File: src/hdl/pidsc_pkg.sv
// Package for the PID speed correction core: widths, register indexes,
// fixed limits and the 48-bit saturation helper.
// No dependencies.
package pidsc_pkg;

   // Field and datapath widths
   localparam int GAIN_W     = 32;   // signed gains
   localparam int STEP_W     = 31;   // unsigned period, reciprocal, threshold
   localparam int IN_W       = 32;   // measured and target values
   localparam int ERR_W      = 33;   // measured minus target
   localparam int DIFF_W     = 34;   // error minus last error
   localparam int OPA_W      = 33;   // signed serial operand before magnitude
   localparam int OPB_W      = 49;   // signed parallel operand before magnitude
   localparam int MAGA_W     = 32;   // serial operand magnitude
   localparam int MAGB_W     = 48;   // parallel operand magnitude
   localparam int PROD_W     = MAGA_W + MAGB_W;
   localparam int STATE_W    = 48;   // integral, derivative, saturated sum
   localparam int SUM_W      = 50;   // three-term sum before saturation
   localparam int DIGIT_W    = 4;    // multiplier digit per cycle
   localparam int DIGITS     = MAGA_W / DIGIT_W;
   localparam int CNT_W      = $clog2(DIGITS);
   localparam int OUT_CORR_W = 6;
   localparam int CORR_LIMIT = 30;

   // Configuration port
   localparam int CSR_IDX_W  = 3;
   localparam int CSR_DATA_W = 32;

   typedef logic [CSR_IDX_W-1:0] csr_idx_type;

   localparam csr_idx_type CSR_OVERALL_GAIN    = 3'd0;
   localparam csr_idx_type CSR_PROP_GAIN       = 3'd1;
   localparam csr_idx_type CSR_INTEG_GAIN      = 3'd2;
   localparam csr_idx_type CSR_DERIV_GAIN      = 3'd3;
   localparam csr_idx_type CSR_STEP_PERIOD     = 3'd4;
   localparam csr_idx_type CSR_INV_STEP_PERIOD = 3'd5;
   localparam csr_idx_type CSR_ERROR_THRESHOLD = 3'd6;

   // 1.0 in unsigned Q15.16 at the period width (the core resets its periods to PERIOD_ONE)
   localparam logic [STEP_W-1:0] STEP_ONE = 31'd65536;

   // 48-bit signed limits, held at sum width
   localparam logic signed [SUM_W-1:0] SAT_HI = {3'b000, {47{1'b1}}};
   localparam logic signed [SUM_W-1:0] SAT_LO = {3'b111, {47{1'b0}}};

   // Clamp a sum to the 48-bit signed range
   function automatic logic signed [STATE_W-1:0] sat48(input logic signed [SUM_W-1:0] v);
      logic signed [STATE_W-1:0] r;
      if (v > SAT_HI) begin
         r = SAT_HI[STATE_W-1:0];
      end else if (v < SAT_LO) begin
         r = SAT_LO[STATE_W-1:0];
      end else begin
         r = v[STATE_W-1:0];
      end
      return r;
   endfunction

endpackage

File: src/hdl/pid_speed_correction_core.sv
// PID speed correction core: conditional integration, derivative, gain
// product, clamp and fractional carry. One shared digit-serial multiplier.
// Depends on pidsc_pkg.
//
// Sequence: each product runs load, 8 digit steps, round and apply on the shared
//   4-bit-digit multiplier, and 4 to 6 products run per word.
// Flow: one word in flight; the next word is taken while the previous
//   result waits in the output register.
// Reset: synchronous, active high; gains clear, periods load 1.0, integral,
//   last error, start flag and carry clear. No clearing pass.
module pid_speed_correction_core #(
   parameter int POSITION_BITS = 16,
   parameter int FRACTION_BITS = 16
) (
   input  logic                                        clock,
   input  logic                                        reset,
   // input words
   input  logic                                        req_valid,
   output logic                                        req_ready,
   input  logic signed [pidsc_pkg::IN_W-1:0]           req_measured_value,
   input  logic signed [pidsc_pkg::IN_W-1:0]           req_target_value,
   input  logic        [POSITION_BITS-1:0]             req_actuator_position,
   // result words
   output logic                                        rsp_valid,
   input  logic                                        rsp_ready,
   output logic signed [pidsc_pkg::OUT_CORR_W-1:0]     rsp_step_correction,
   output logic        [POSITION_BITS-1:0]             rsp_next_position,
   // configuration writes
   input  logic                                        csr_write_en,
   input  logic        [pidsc_pkg::CSR_IDX_W-1:0]      csr_index,
   input  logic        [pidsc_pkg::CSR_DATA_W-1:0]     csr_wdata
);
   import pidsc_pkg::*;

   localparam int FB      = FRACTION_BITS;
   localparam int PB      = POSITION_BITS;
   localparam int CORR_W  = FB + 6;     // clamped result plus carry
   localparam int CARRY_W = FB + 1;
   localparam int NP_W    = PB + 2;
   localparam logic signed [STATE_W-1:0] CORR_LIM     = 48'(CORR_LIMIT * (1 << FB));
   localparam logic signed [STATE_W-1:0] CORR_LIM_NEG = -CORR_LIM;
   localparam logic signed [OUT_CORR_W-1:0] OUT_MAX   = 6'sd30;
   localparam logic signed [OUT_CORR_W-1:0] OUT_MIN   = -6'sd30;
   // 1.0 at the configured fraction width
   localparam logic [STEP_W-1:0] PERIOD_ONE = STEP_W'(1 << FB);

   typedef enum logic [2:0] {
      ST_IDLE, ST_PREP, ST_LOAD, ST_MUL, ST_USE, ST_APPLY, ST_CORR, ST_FIN
   } state_type;

   typedef enum logic [2:0] {
      OP_INTEG, OP_DERIV, OP_PROP, OP_INTG, OP_DTERM, OP_OVER
   } op_type;

   // control
   state_type state_ff, state_in;
   op_type    op_ff, op_in;
   logic [CNT_W-1:0] cnt_ff, cnt_in;
   logic rsp_valid_ff, rsp_valid_in;
   logic started_ff, started_in;
   logic first_ff, first_in;

   // configuration
   logic signed [GAIN_W-1:0] overall_gain_ff, overall_gain_in;
   logic signed [GAIN_W-1:0] prop_gain_ff, prop_gain_in;
   logic signed [GAIN_W-1:0] integ_gain_ff, integ_gain_in;
   logic signed [GAIN_W-1:0] deriv_gain_ff, deriv_gain_in;
   logic [STEP_W-1:0] step_period_ff, step_period_in;
   logic [STEP_W-1:0] inv_step_period_ff, inv_step_period_in;
   logic [STEP_W-1:0] error_threshold_ff, error_threshold_in;

   // loop state
   logic signed [ERR_W-1:0]   last_err_ff, last_err_in;
   logic signed [STATE_W-1:0] integ_ff, integ_in;
   logic signed [CARRY_W-1:0] carry_ff, carry_in;

   // per-word datapath
   logic signed [ERR_W-1:0]   err_ff, err_in;
   logic        [ERR_W-1:0]   err_mag_ff, err_mag_in;
   logic signed [DIFF_W-1:0]  diff_ff, diff_in;
   logic        [PB-1:0]      pos_ff, pos_in;
   logic signed [STATE_W-1:0] deriv_ff, deriv_in;
   logic signed [SUM_W-1:0]   sum_ff, sum_in;
   logic        [MAGA_W-1:0]  a_ff, a_in;
   logic        [MAGB_W-1:0]  b_ff, b_in;
   logic                      neg_ff, neg_in;
   logic        [MAGB_W-1:0]  acc_ff, acc_in;
   logic        [MAGA_W-1:0]  low_ff, low_in;
   logic signed [STATE_W-1:0] prod_ff, prod_in;
   logic signed [CORR_W-1:0]  res_ff, res_in;
   logic signed [CORR_W-1:0]  corr_ff, corr_in;

   // output register
   logic signed [OUT_CORR_W-1:0] rsp_corr_ff, rsp_corr_in;
   logic        [PB-1:0]         rsp_pos_ff, rsp_pos_in;

   // operand select, magnitudes
   logic signed [OPA_W-1:0] a_src, a_neg;
   logic signed [OPB_W-1:0] b_src, b_neg;
   logic [MAGA_W-1:0] a_mag;
   logic [MAGB_W-1:0] b_mag;

   // digit step and product rounding
   logic [MAGB_W+DIGIT_W-1:0] acc_sum;
   logic [PROD_W-1:0]         full_prod;
   logic                      prod_over;
   logic [STATE_W-2:0]        p_mag;
   logic signed [STATE_W-1:0] p_pos;
   logic signed [SUM_W-1:0]   sum_add;
   logic signed [SUM_W-1:0]   integ_add;
   logic signed [CORR_W-1:0]  res_clamp;
   logic                      band_hit;

   // final correction split
   logic                      corr_neg;
   logic [CORR_W-1:0]         corr_mag;
   logic [4:0]                corr_whole;
   logic [FB-1:0]             corr_frac;
   logic signed [OUT_CORR_W-1:0] corr_int;
   logic signed [CARRY_W-1:0] carry_next;
   logic signed [NP_W-1:0]    np_sum;
   logic [PB-1:0]             np_sat;

   assign req_ready           = (state_ff == ST_IDLE);
   assign rsp_valid           = rsp_valid_ff;
   assign rsp_step_correction = rsp_corr_ff;
   assign rsp_next_position   = rsp_pos_ff;

   // pick multiplier operands for the current term
   always_comb begin
      unique case (op_ff)
         OP_INTEG: begin
            a_src = {2'b00, step_period_ff};
            b_src = OPB_W'(err_ff);
         end
         OP_DERIV: begin
            a_src = {2'b00, inv_step_period_ff};
            b_src = OPB_W'(diff_ff);
         end
         OP_PROP: begin
            a_src = OPA_W'(prop_gain_ff);
            b_src = OPB_W'(err_ff);
         end
         OP_INTG: begin
            a_src = OPA_W'(integ_gain_ff);
            b_src = OPB_W'(integ_ff);
         end
         OP_DTERM: begin
            a_src = OPA_W'(deriv_gain_ff);
            b_src = OPB_W'(deriv_ff);
         end
         OP_OVER: begin
            a_src = OPA_W'(overall_gain_ff);
            b_src = OPB_W'($signed(sum_ff[STATE_W-1:0]));
         end
         default: begin
            a_src = '0;
            b_src = '0;
         end
      endcase
   end

   assign a_neg = -a_src;
   assign b_neg = -b_src;
   assign a_mag = a_src[OPA_W-1] ? a_neg[MAGA_W-1:0] : a_src[MAGA_W-1:0];
   assign b_mag = b_src[OPB_W-1] ? b_neg[MAGB_W-1:0] : b_src[MAGB_W-1:0];

   // one digit of the serial operand against the full parallel operand
   assign acc_sum = {{DIGIT_W{1'b0}}, acc_ff} + (b_ff * a_ff[DIGIT_W-1:0]);

   // drop the fraction and saturate the magnitude; the sign is applied in ST_USE
   assign full_prod = {acc_ff, low_ff};
   assign prod_over = |full_prod[PROD_W-1:FB+STATE_W-1];
   assign p_mag     = prod_over ? {(STATE_W-1){1'b1}} : full_prod[FB+STATE_W-2:FB];
   assign p_pos     = {1'b0, p_mag};

   assign sum_add   = sum_ff + SUM_W'(prod_ff);
   assign integ_add = SUM_W'(integ_ff) + SUM_W'(prod_ff);
   assign band_hit  = (err_mag_ff < {2'b00, error_threshold_ff});

   // clamp the gained result to the correction limit
   always_comb begin
      priority if (prod_ff > CORR_LIM) begin
         res_clamp = CORR_W'(CORR_LIM);
      end else if (prod_ff < CORR_LIM_NEG) begin
         res_clamp = CORR_W'(CORR_LIM_NEG);
      end else begin
         res_clamp = CORR_W'(prod_ff);
      end
   end

   // split the corrected value into whole steps and carried fraction
   assign corr_neg   = corr_ff[CORR_W-1];
   assign corr_mag   = corr_neg ? CORR_W'(-corr_ff) : CORR_W'(corr_ff);
   assign corr_whole = corr_mag[FB+4:FB];
   assign corr_frac  = corr_mag[FB-1:0];
   assign corr_int   = corr_neg ? -$signed({1'b0, corr_whole}) : $signed({1'b0, corr_whole});
   assign carry_next = corr_neg ? -$signed({1'b0, corr_frac}) : $signed({1'b0, corr_frac});
   assign np_sum     = $signed({2'b00, pos_ff}) + NP_W'(corr_int);

   // hold the new position inside its range
   always_comb begin
      priority if (np_sum[NP_W-1]) begin
         np_sat = '0;
      end else if (np_sum[NP_W-2]) begin
         np_sat = '1;
      end else begin
         np_sat = np_sum[PB-1:0];
      end
   end

   // sequencer and register next values
   always_comb begin
      state_in           = state_ff;
      op_in              = op_ff;
      cnt_in             = cnt_ff;
      rsp_valid_in       = rsp_valid_ff;
      started_in         = started_ff;
      first_in           = first_ff;
      overall_gain_in    = overall_gain_ff;
      prop_gain_in       = prop_gain_ff;
      integ_gain_in      = integ_gain_ff;
      deriv_gain_in      = deriv_gain_ff;
      step_period_in     = step_period_ff;
      inv_step_period_in = inv_step_period_ff;
      error_threshold_in = error_threshold_ff;
      last_err_in        = last_err_ff;
      integ_in           = integ_ff;
      carry_in           = carry_ff;
      err_in             = err_ff;
      err_mag_in         = err_mag_ff;
      diff_in            = diff_ff;
      pos_in             = pos_ff;
      deriv_in           = deriv_ff;
      sum_in             = sum_ff;
      a_in               = a_ff;
      b_in               = b_ff;
      neg_in             = neg_ff;
      acc_in             = acc_ff;
      low_in             = low_ff;
      prod_in            = prod_ff;
      res_in             = res_ff;
      corr_in            = corr_ff;
      rsp_corr_in        = rsp_corr_ff;
      rsp_pos_in         = rsp_pos_ff;

      // take register writes
      if (csr_write_en) begin
         case (csr_index)
            CSR_OVERALL_GAIN:    overall_gain_in    = $signed(csr_wdata);
            CSR_PROP_GAIN:       prop_gain_in       = $signed(csr_wdata);
            CSR_INTEG_GAIN:      integ_gain_in      = $signed(csr_wdata);
            CSR_DERIV_GAIN:      deriv_gain_in      = $signed(csr_wdata);
            CSR_STEP_PERIOD:     step_period_in     = csr_wdata[STEP_W-1:0];
            CSR_INV_STEP_PERIOD: inv_step_period_in = csr_wdata[STEP_W-1:0];
            CSR_ERROR_THRESHOLD: error_threshold_in = csr_wdata[STEP_W-1:0];
            default: ;
         endcase
      end

      // drop the result word once taken
      if (rsp_valid_ff && rsp_ready) begin
         rsp_valid_in = 1'b0;
      end

      unique case (state_ff)
         ST_IDLE: begin
            if (req_valid) begin
               err_in   = ERR_W'(req_measured_value) - ERR_W'(req_target_value);
               pos_in   = req_actuator_position;
               state_in = ST_PREP;
            end
         end
         ST_PREP: begin
            err_mag_in  = err_ff[ERR_W-1] ? ERR_W'(-err_ff) : ERR_W'(err_ff);
            diff_in     = DIFF_W'(err_ff) - DIFF_W'(last_err_ff);
            last_err_in = err_ff;
            first_in    = !started_ff;
            started_in  = 1'b1;
            op_in       = OP_INTEG;
            state_in    = ST_LOAD;
         end
         ST_LOAD: begin
            priority if (op_ff == OP_INTEG && !band_hit) begin
               integ_in = '0;
               op_in    = OP_DERIV;
            end else if (op_ff == OP_DERIV && first_ff) begin
               deriv_in = '0;
               op_in    = OP_PROP;
            end else begin
               a_in     = a_mag;
               b_in     = b_mag;
               neg_in   = a_src[OPA_W-1] ^ b_src[OPB_W-1];
               acc_in   = '0;
               cnt_in   = '0;
               state_in = ST_MUL;
            end
         end
         ST_MUL: begin
            // advance one digit: low product bits shift into low_ff
            acc_in = acc_sum[MAGB_W+DIGIT_W-1:DIGIT_W];
            low_in = {acc_sum[DIGIT_W-1:0], low_ff[MAGA_W-1:DIGIT_W]};
            a_in   = a_ff >> DIGIT_W;
            cnt_in = cnt_ff + 1'b1;
            if (cnt_ff == CNT_W'(DIGITS - 1)) begin
               state_in = ST_USE;
            end
         end
         ST_USE: begin
            prod_in  = neg_ff ? -p_pos : p_pos;
            state_in = ST_APPLY;
         end
         ST_APPLY: begin
            state_in = ST_LOAD;
            unique case (op_ff)
               OP_INTEG: begin
                  integ_in = sat48(integ_add);
                  op_in    = OP_DERIV;
               end
               OP_DERIV: begin
                  deriv_in = prod_ff;
                  op_in    = OP_PROP;
               end
               OP_PROP: begin
                  sum_in = SUM_W'(prod_ff);
                  op_in  = OP_INTG;
               end
               OP_INTG: begin
                  sum_in = sum_add;
                  op_in  = OP_DTERM;
               end
               OP_DTERM: begin
                  sum_in = SUM_W'(sat48(sum_add));
                  op_in  = OP_OVER;
               end
               OP_OVER: begin
                  res_in   = res_clamp;
                  state_in = ST_CORR;
               end
               default: ;
            endcase
         end
         ST_CORR: begin
            corr_in  = res_ff + CORR_W'(carry_ff);
            state_in = ST_FIN;
         end
         ST_FIN: begin
            // write the result once the output register is free
            if (!rsp_valid_ff || rsp_ready) begin
               rsp_corr_in  = corr_int;
               rsp_pos_in   = np_sat;
               rsp_valid_in = 1'b1;
               carry_in     = carry_next;
               state_in     = ST_IDLE;
            end
         end
         default: state_in = ST_IDLE;
      endcase
   end

   // state and registered outputs
   always_ff @(posedge clock) begin
      if (reset) begin
         state_ff           <= ST_IDLE;
         op_ff              <= OP_INTEG;
         cnt_ff             <= '0;
         rsp_valid_ff       <= 1'b0;
         started_ff         <= 1'b0;
         first_ff           <= 1'b0;
         overall_gain_ff    <= '0;
         prop_gain_ff       <= '0;
         integ_gain_ff      <= '0;
         deriv_gain_ff      <= '0;
         step_period_ff     <= PERIOD_ONE;
         inv_step_period_ff <= PERIOD_ONE;
         error_threshold_ff <= '0;
         last_err_ff        <= '0;
         integ_ff           <= '0;
         carry_ff           <= '0;
      end else begin
         state_ff           <= state_in;
         op_ff              <= op_in;
         cnt_ff             <= cnt_in;
         rsp_valid_ff       <= rsp_valid_in;
         started_ff         <= started_in;
         first_ff           <= first_in;
         overall_gain_ff    <= overall_gain_in;
         prop_gain_ff       <= prop_gain_in;
         integ_gain_ff      <= integ_gain_in;
         deriv_gain_ff      <= deriv_gain_in;
         step_period_ff     <= step_period_in;
         inv_step_period_ff <= inv_step_period_in;
         error_threshold_ff <= error_threshold_in;
         last_err_ff        <= last_err_in;
         integ_ff           <= integ_in;
         carry_ff           <= carry_in;
      end
      err_ff      <= err_in;
      err_mag_ff  <= err_mag_in;
      diff_ff     <= diff_in;
      pos_ff      <= pos_in;
      deriv_ff    <= deriv_in;
      sum_ff      <= sum_in;
      a_ff        <= a_in;
      b_ff        <= b_in;
      neg_ff      <= neg_in;
      acc_ff      <= acc_in;
      low_ff      <= low_in;
      prod_ff     <= prod_in;
      res_ff      <= res_in;
      corr_ff     <= corr_in;
      rsp_corr_ff <= rsp_corr_in;
      rsp_pos_ff  <= rsp_pos_in;
   end

   // checks on the sequencer and datapath
   a_corr_range: assert property (@(posedge clock) disable iff (reset)
      rsp_valid_ff |-> (rsp_corr_ff <= OUT_MAX) && (rsp_corr_ff >= OUT_MIN))
      else $error("step correction outside limit");

   a_carry_below_one: assert property (@(posedge clock) disable iff (reset)
      !(carry_ff[CARRY_W-1] && (carry_ff[FB-1:0] == '0)))
      else $error("carried fraction reached minus one");

   a_prod_symmetric: assert property (@(posedge clock) disable iff (reset)
      (state_ff == ST_APPLY) |-> (SUM_W'(prod_ff) != SAT_LO))
      else $error("saturated product took the negative extreme");

   a_fin_waits: assert property (@(posedge clock) disable iff (reset)
      (state_ff == ST_FIN && rsp_valid_ff && !rsp_ready) |=> (state_ff == ST_FIN))
      else $error("result written over a pending word");

   a_started_sticks: assert property (@(posedge clock) disable iff (reset)
      started_ff |=> started_ff)
      else $error("start flag dropped without reset");

endmodule
File: config.mk
export PLATFORM = sky130hd
export DESIGN_NAME = pid_speed_correction_core
export DESIGN_NICKNAME = d
export VERILOG_FILES = /design/src/hdl/pidsc_pkg.sv /design/src/hdl/pid_speed_correction_core.sv
export SDC_FILE = /design/constraint.sdc
export NUM_CORES = 2
export LEC_CHECK = 0
export ABC_AREA = 1
export ABC_CLOCK_PERIOD_IN_PS = 7650
export BUFFER_PORTS_ARGS = -buffer_cell sky130_fd_sc_hd__buf_2
export CELL_PAD_IN_SITES_DETAIL_PLACEMENT = 1
export CELL_PAD_IN_SITES_GLOBAL_PLACEMENT = 1
export CORE_AREA = 3 3 365 331
export CTS_BUF_LIST = sky130_fd_sc_hd__clkbuf_16
export DETAILED_ROUTE_END_ITERATION = 12
export DIE_AREA = 0 0 368 334
export PLACE_DENSITY_LB_ADDON = 0.1
export SETUP_SLACK_MARGIN = 0.15
export SKIP_LAST_GASP = 1
export SLEW_MARGIN = 0
export SYNTH_ARGS = -nofsm -noshare
export SYNTH_HDL_FRONTEND = slang
export SYNTH_SLANG_ARGS = --single-unit
File: constraint.sdc
create_clock -name clock -period 7.65 [get_ports clock]
set_input_delay 1.1475 -clock clock [delete_from_list [all_inputs] [get_ports clock]]
set_output_delay 1.1475 -clock clock [all_outputs]
set_load 0.1 [all_outputs]
# [Word-level counts from Yosys, hierarchy flattened]
# Index checks and enable logic that the tools add are counted.
[word_totals] regBits=820 inputBits=120 out_inout_bits=24 word_cells=172
[op_classes] add_sub_neg=15 n_mul=1 order_cmp=7 eq_ne=30 n_mux=47 n_bitwise=3 n_reduce_logical=34
[op_table] operator="$mux 48" count=12
[op_table] operator="$pmux 48 s2" count=3
[op_table] operator="$pmux 49 s5" count=1
[op_table] operator="$pmux 33 s6" count=1
[op_table] operator="$pmux 50 s3" count=1
[op_table] operator="$mux 32" count=4
[op_table] operator="$mux 47" count=2
[op_table] operator="$pmux 32 s2" count=1
[op_table] operator="$add 48x52->52" count=1
[op_table] operator="$mul 48x4->52" count=1
[op_table] operator="$add 50x48->50" count=1
[op_table] operator="$gt 50x48->1 const B" count=1
[op_table] operator="$lt 50x48->1 const B" count=1
[op_table] operator="$add 48x48->49" count=1
[op_table] operator="$gt 49x48->1 const B" count=1
[op_table] operator="$lt 49x48->1 const B" count=1
[op_table] operator="$gt 48x22->1 const B" count=1
[op_table] operator="$lt 48x22->1 const B" count=1
[op_table] operator="$neg 47->48" count=1
[op_table] operator="$neg 48->48" count=1
[op_table] operator="$sub 33x33->34" count=1
[op_table] operator="$lt 33x31->1" count=1
[op_table] operator="$neg 33->33" count=1
[op_table] operator="$sub 32x32->33" count=1
[op_table] operator="38 further kinds" count=96

# [Logic depth before layout (Yosys ltp)]
[logic_depth] word_depth=7 ltp_mapped=31 depth_no_buf=30

# [Worst setup path after synthesis]
# OpenSTA, ideal clock, no wires.
[synth_path] path_kind="input -> register" start="input port req_valid" end="register err_ff[0] (enable)" setup_time_ns=0.516 arrival_ns=4.536 t_required_ns=7.134 setup_slack_ns=2.598 cell_stages=2 path_buffers=0 path_cell_list="inv_1 nor3_1"
[synth_between] elab_chain_len=1
[synth_rtl] element="start: declaration" line_no="pid_speed_correction_core.sv:18" text="input logic req_valid,"
[synth_rtl] element="$reduce_and 2->1 (no line)"
[synth_rtl] element="end signal: assignment" line_no="pid_speed_correction_core.sv:398" text="err_ff <= err_in;"
[synth_rtl] element="end: declaration" line_no="pid_speed_correction_core.sv:78" text="logic signed [ERR_W-1:0] err_ff, err_in;"
# Every way passes these cells.
# A chain may end at the register's enable or synchronous reset.

# [Worst setup path after layout]
[layout_path] start="register a_ff[3]" end="register acc_ff[47] (data pin)"
[layout_between] elab_chain_len=3
[layout_rtl] element="start: declaration" line_no="pid_speed_correction_core.sv:84" text="logic [MAGA_W-1:0] a_ff, a_in;"
[layout_rtl] element="start signal: assignment" line_no="pid_speed_correction_core.sv:404" text="a_ff <= a_in;"
[layout_rtl] element="$mul 48x4->52" line_no="pid_speed_correction_core.sv:169" text="assign acc_sum = {{DIGIT_W{1'b0}}, acc_ff} + (b_ff * a_ff[DIGIT_W-1:0]);"
[layout_rtl] element="$add 48x52->52" line_no="pid_speed_correction_core.sv:169"
[layout_rtl] element="$pmux 48 s2" line_no="pid_speed_correction_core.sv:266" text="unique case (state_ff)"
[layout_rtl] element="end signal: assignment" line_no="pid_speed_correction_core.sv:407" text="acc_ff <= acc_in;"
[layout_rtl] element="end: declaration" line_no="pid_speed_correction_core.sv:87" text="logic [MAGB_W-1:0] acc_ff, acc_in;"
# Every way passes these cells.

==> results.json <==
{
  "final_cell_mix": "nand2_1, inv_1, nor2_1",
  "reg2reg_from": "a_ff[3]",
  "setup_violations": 0,
  "cts_made_buffers": 92,
  "initial_utilization_pct": 51.1,
  "cp.arrival_ns": 5.92,
  "critPathBufInv": 2,
  "drtAntennaViolNets": 0,
  "routabilityCongestion": 1.05,
  "via_count": 59988,
  "p_per_area_nw_per_um2": 395,
  "core-area_um2": 117000,
  "status": "finished clean",
  "synth_ff_type": "edfxtp_1",
  "htree_levels": 3,
  "cp_slowest_cell": "edfxtp_1",
  "layout_commonest_cell": "nand2_1",
  "critPathKind": "flip-flop to flip-flop",
  "r2r_slack_ns": 2.19,
  "final.setup.tns_ns": 0,
  "synth-edff-count": 473,
  "cts_setup_buffers": 0,
  "min_from": "started_ff",
  "final_layout_size_suffix_gt1_share_pct": 5.11,
  "die_x_um": 368,
  "p_seq_share_pct": 24.3,
  "rsz0062_at_grt": "false",
  "clock_latency_ns": 0.72,
  "root_buffer": "clkbuf_16",
  "area_growth_pct": 8.67,
  "post_drt_wl_per_cell_um": 24.0,
  "fin_util_pct": 55.5,
  "overflow": 0,
  "async_flop_share_pct": 0,
  "antenna_found_initial": 22,
  "yosys_warnings": 0,
  "viasPerCell": 5.86,
  "drt_iter0_markers": 6454,
  "skew_ns": 0.0341,
  "cp-start-kind": "flip-flop",
  "power.leakage_uw": 0.0305,
  "worst_slack_ns": 2.19,
  "grt_pass1_vias": 60767,
  "power_frac_comb_pct": 58.0,
  "pre_cts_slack_ns": 2.36,
  "p_sw_uw": 13300,
  "synth_nets": 9090,
  "rows": 119,
  "slew_viol_final": 0,
  "maxCapViolations": 0,
  "end_kind": "flip-flop",
  "max_freq_ghz": 0.183,
  "cts_hold_buffers": 0,
  "maxSlewHeadroom_pct": 21.4,
  "wl_mm": 246,
  "p_int_uw": 12400,
  "fin_hold_ws_ns": 0.428,
  "firstDrtPassIters": 6,
  "clockBufferDepth": 3,
  "synth.avg_cell_area_um2": 7.01,
  "final.min_clock_period_ns": 5.46,
  "synth_cell_type_count": 52,
  "dpl.hpwl_mm": 192,
  "ios": 144,
  "crit_path_max_fanout": 39,
  "cts_tree": "built",
  "post_cts_resized": 0,
  "syn_area_um2": 59800,
  "fin_crit_sh_pct": 71.3,
  "dieArea_um2": 123000,
  "final-hold-violation-count": 0,
  "synth-seq-area-share_pct": 34.9,
  "drc_errors": 0,
  "max_stage_delay_ns": 0.60,
  "power_frac_clock_pct": 17.7,
  "nets": 9141,
  "worstMarginPinSlew_ns": 1.17,
  "crit_start": "a_ff[3]",
  "die_h_um": 334,
  "hp-class": "flip-flop to flip-flop",
  "grt_usage_pct": 39.2,
  "grt_pass1_wl_mm": 370,
  "fillers": 15432,
  "clock_sinks": 804,
  "ir_drop_mv": 0.250,
  "switching_share_pct": 51.7,
  "critical_path_required_ns": 8.12,
  "port_buffers": 143,
  "synthesis.instances": 8527,
  "critical_path.top_delay_family": "adder cells",
  "clkTransAtPathRegs_ns": 0.07,
  "grt_max_degree": 177,
  "ys_seq_elements": 804,
  "path_cells": "buf_4 -> nand2_1 -> fa_1 -> inv_1 -> fa_1 -> fa_1 -> ha_1 -> a21o_1 -> a31oi_1 -> o21ai_0 -> a21oi_1 -> nand3_1 -> a21oi_1 -> nand2_1 -> nand2_1 -> nor2_1"
}
worst reg2reg max path, cell delays in order (launching register included):
cell,delay (ns)
edfxtp_1,0.60
buf_4,0.48
nand2_1,0.20
fa_1,0.57
inv_1,0.06
fa_1,0.55
fa_1,0.42
ha_1,0.40
a21o_1,0.23
a31oi_1,0.26
o21ai_0,0.21
a21oi_1,0.36
nand3_1,0.36
a21oi_1,0.30
nand2_1,0.08
nand2_1,0.06
nor2_1,0.05
metal layers:
layer  GRT usage, %  wire length [um]
met4           14.9             10800
met2           61.7            108000
met5              0                68
met1           54.2            105000
met3           6.57             21900
cells in the mapped netlist, types with 83 or more instances:
cell type	instances	area share, %
fa_1	145	4.9
nor2_1	967	6.1
xnor2_1	83	1.2
dfxtp_1	331	11
o21ai_0	523	4.4
nand3_1	277	2.3
clkbuf_1	165	1.0
edfxtp_1	473	24
a21oi_1	599	5.0
nand4_1	93	0.97
ha_1	298	6.2
nand2_1	2459	15
inv_1	1333	8.4
xor2_1	190	2.8
power by group through the flow:
stage | registers [uW] | clock network (uW) | logic, uW
2_1_floorplan | 5990 | 0 | 9660
3_3_place_gp | 6260 | 0 | 13900
3_5_place_dp | 6290 | 0 | 14400
4_1_cts | 6210 | 4550 | 14500
5_1_grt | 6260 | 4740 | 16400
6_report | 6230 | 4550 | 14900
flip-flops by register name (all words and copies together), names as in the netlist, 33 cells and up:
signal       flops
acc_ff          48
b_ff            48
deriv_ff        48
diff_ff         34
err_ff          33
err_mag_ff      33
integ_ff        48
last_err_ff     33
prod_ff         48
sum_ff          50
kinds of logic (layout without fill, tap and decap cells):
logic type               after synthesis  in the layout  synth area share (%)
AO/OA/AOI/OAI                       1410           1410                  12.7
flip-flops                           804            804                  34.9
buffers and inverters               1599           1727                  10.3
XOR/XNOR                             273            273                  4.00
AND/OR/NAND/NOR                     3998           3998                  27.1
other                                  0              9                     0
adder cells (fa/ha/maj)              443            443                  11.1
stage by stage:
step                cell area [um^2]  std cells  total power [uW]
detailed placement             61900      10057             20600
global route                   64900      10232             27400
floorplan                      59800       8527             15600
global placement               61900      10057             20100
finish                         64900      10237             25600
CTS                            64900      10228             25300
final timing paths:
path / cells past startpoint / to
worst min-delay path: 1 / first_ff
worst max register to register: 16 / acc_ff[47]
worst max-delay path: 16 / acc_ff[47]
worst min register to register: 1 / first_ff
area by class of cell:
class / count / area (um^2) / share of cell area [%]
clock buffers: 96 / 2400 / 3.70
clock inverters: 75 / 606 / 0.932
multi-input cells: 6124 / 32800 / 50.6
well taps: 1573 / 1970 / 3.03
flip-flops and latches: 804 / 20800 / 32.1
diodes: 9 / 22.5 / 0.0347
inverters: 1353 / 5090 / 7.83
repair buffers: 203 / 1180 / 1.81
No activity file was read; power rests on OpenSTA's default activity.
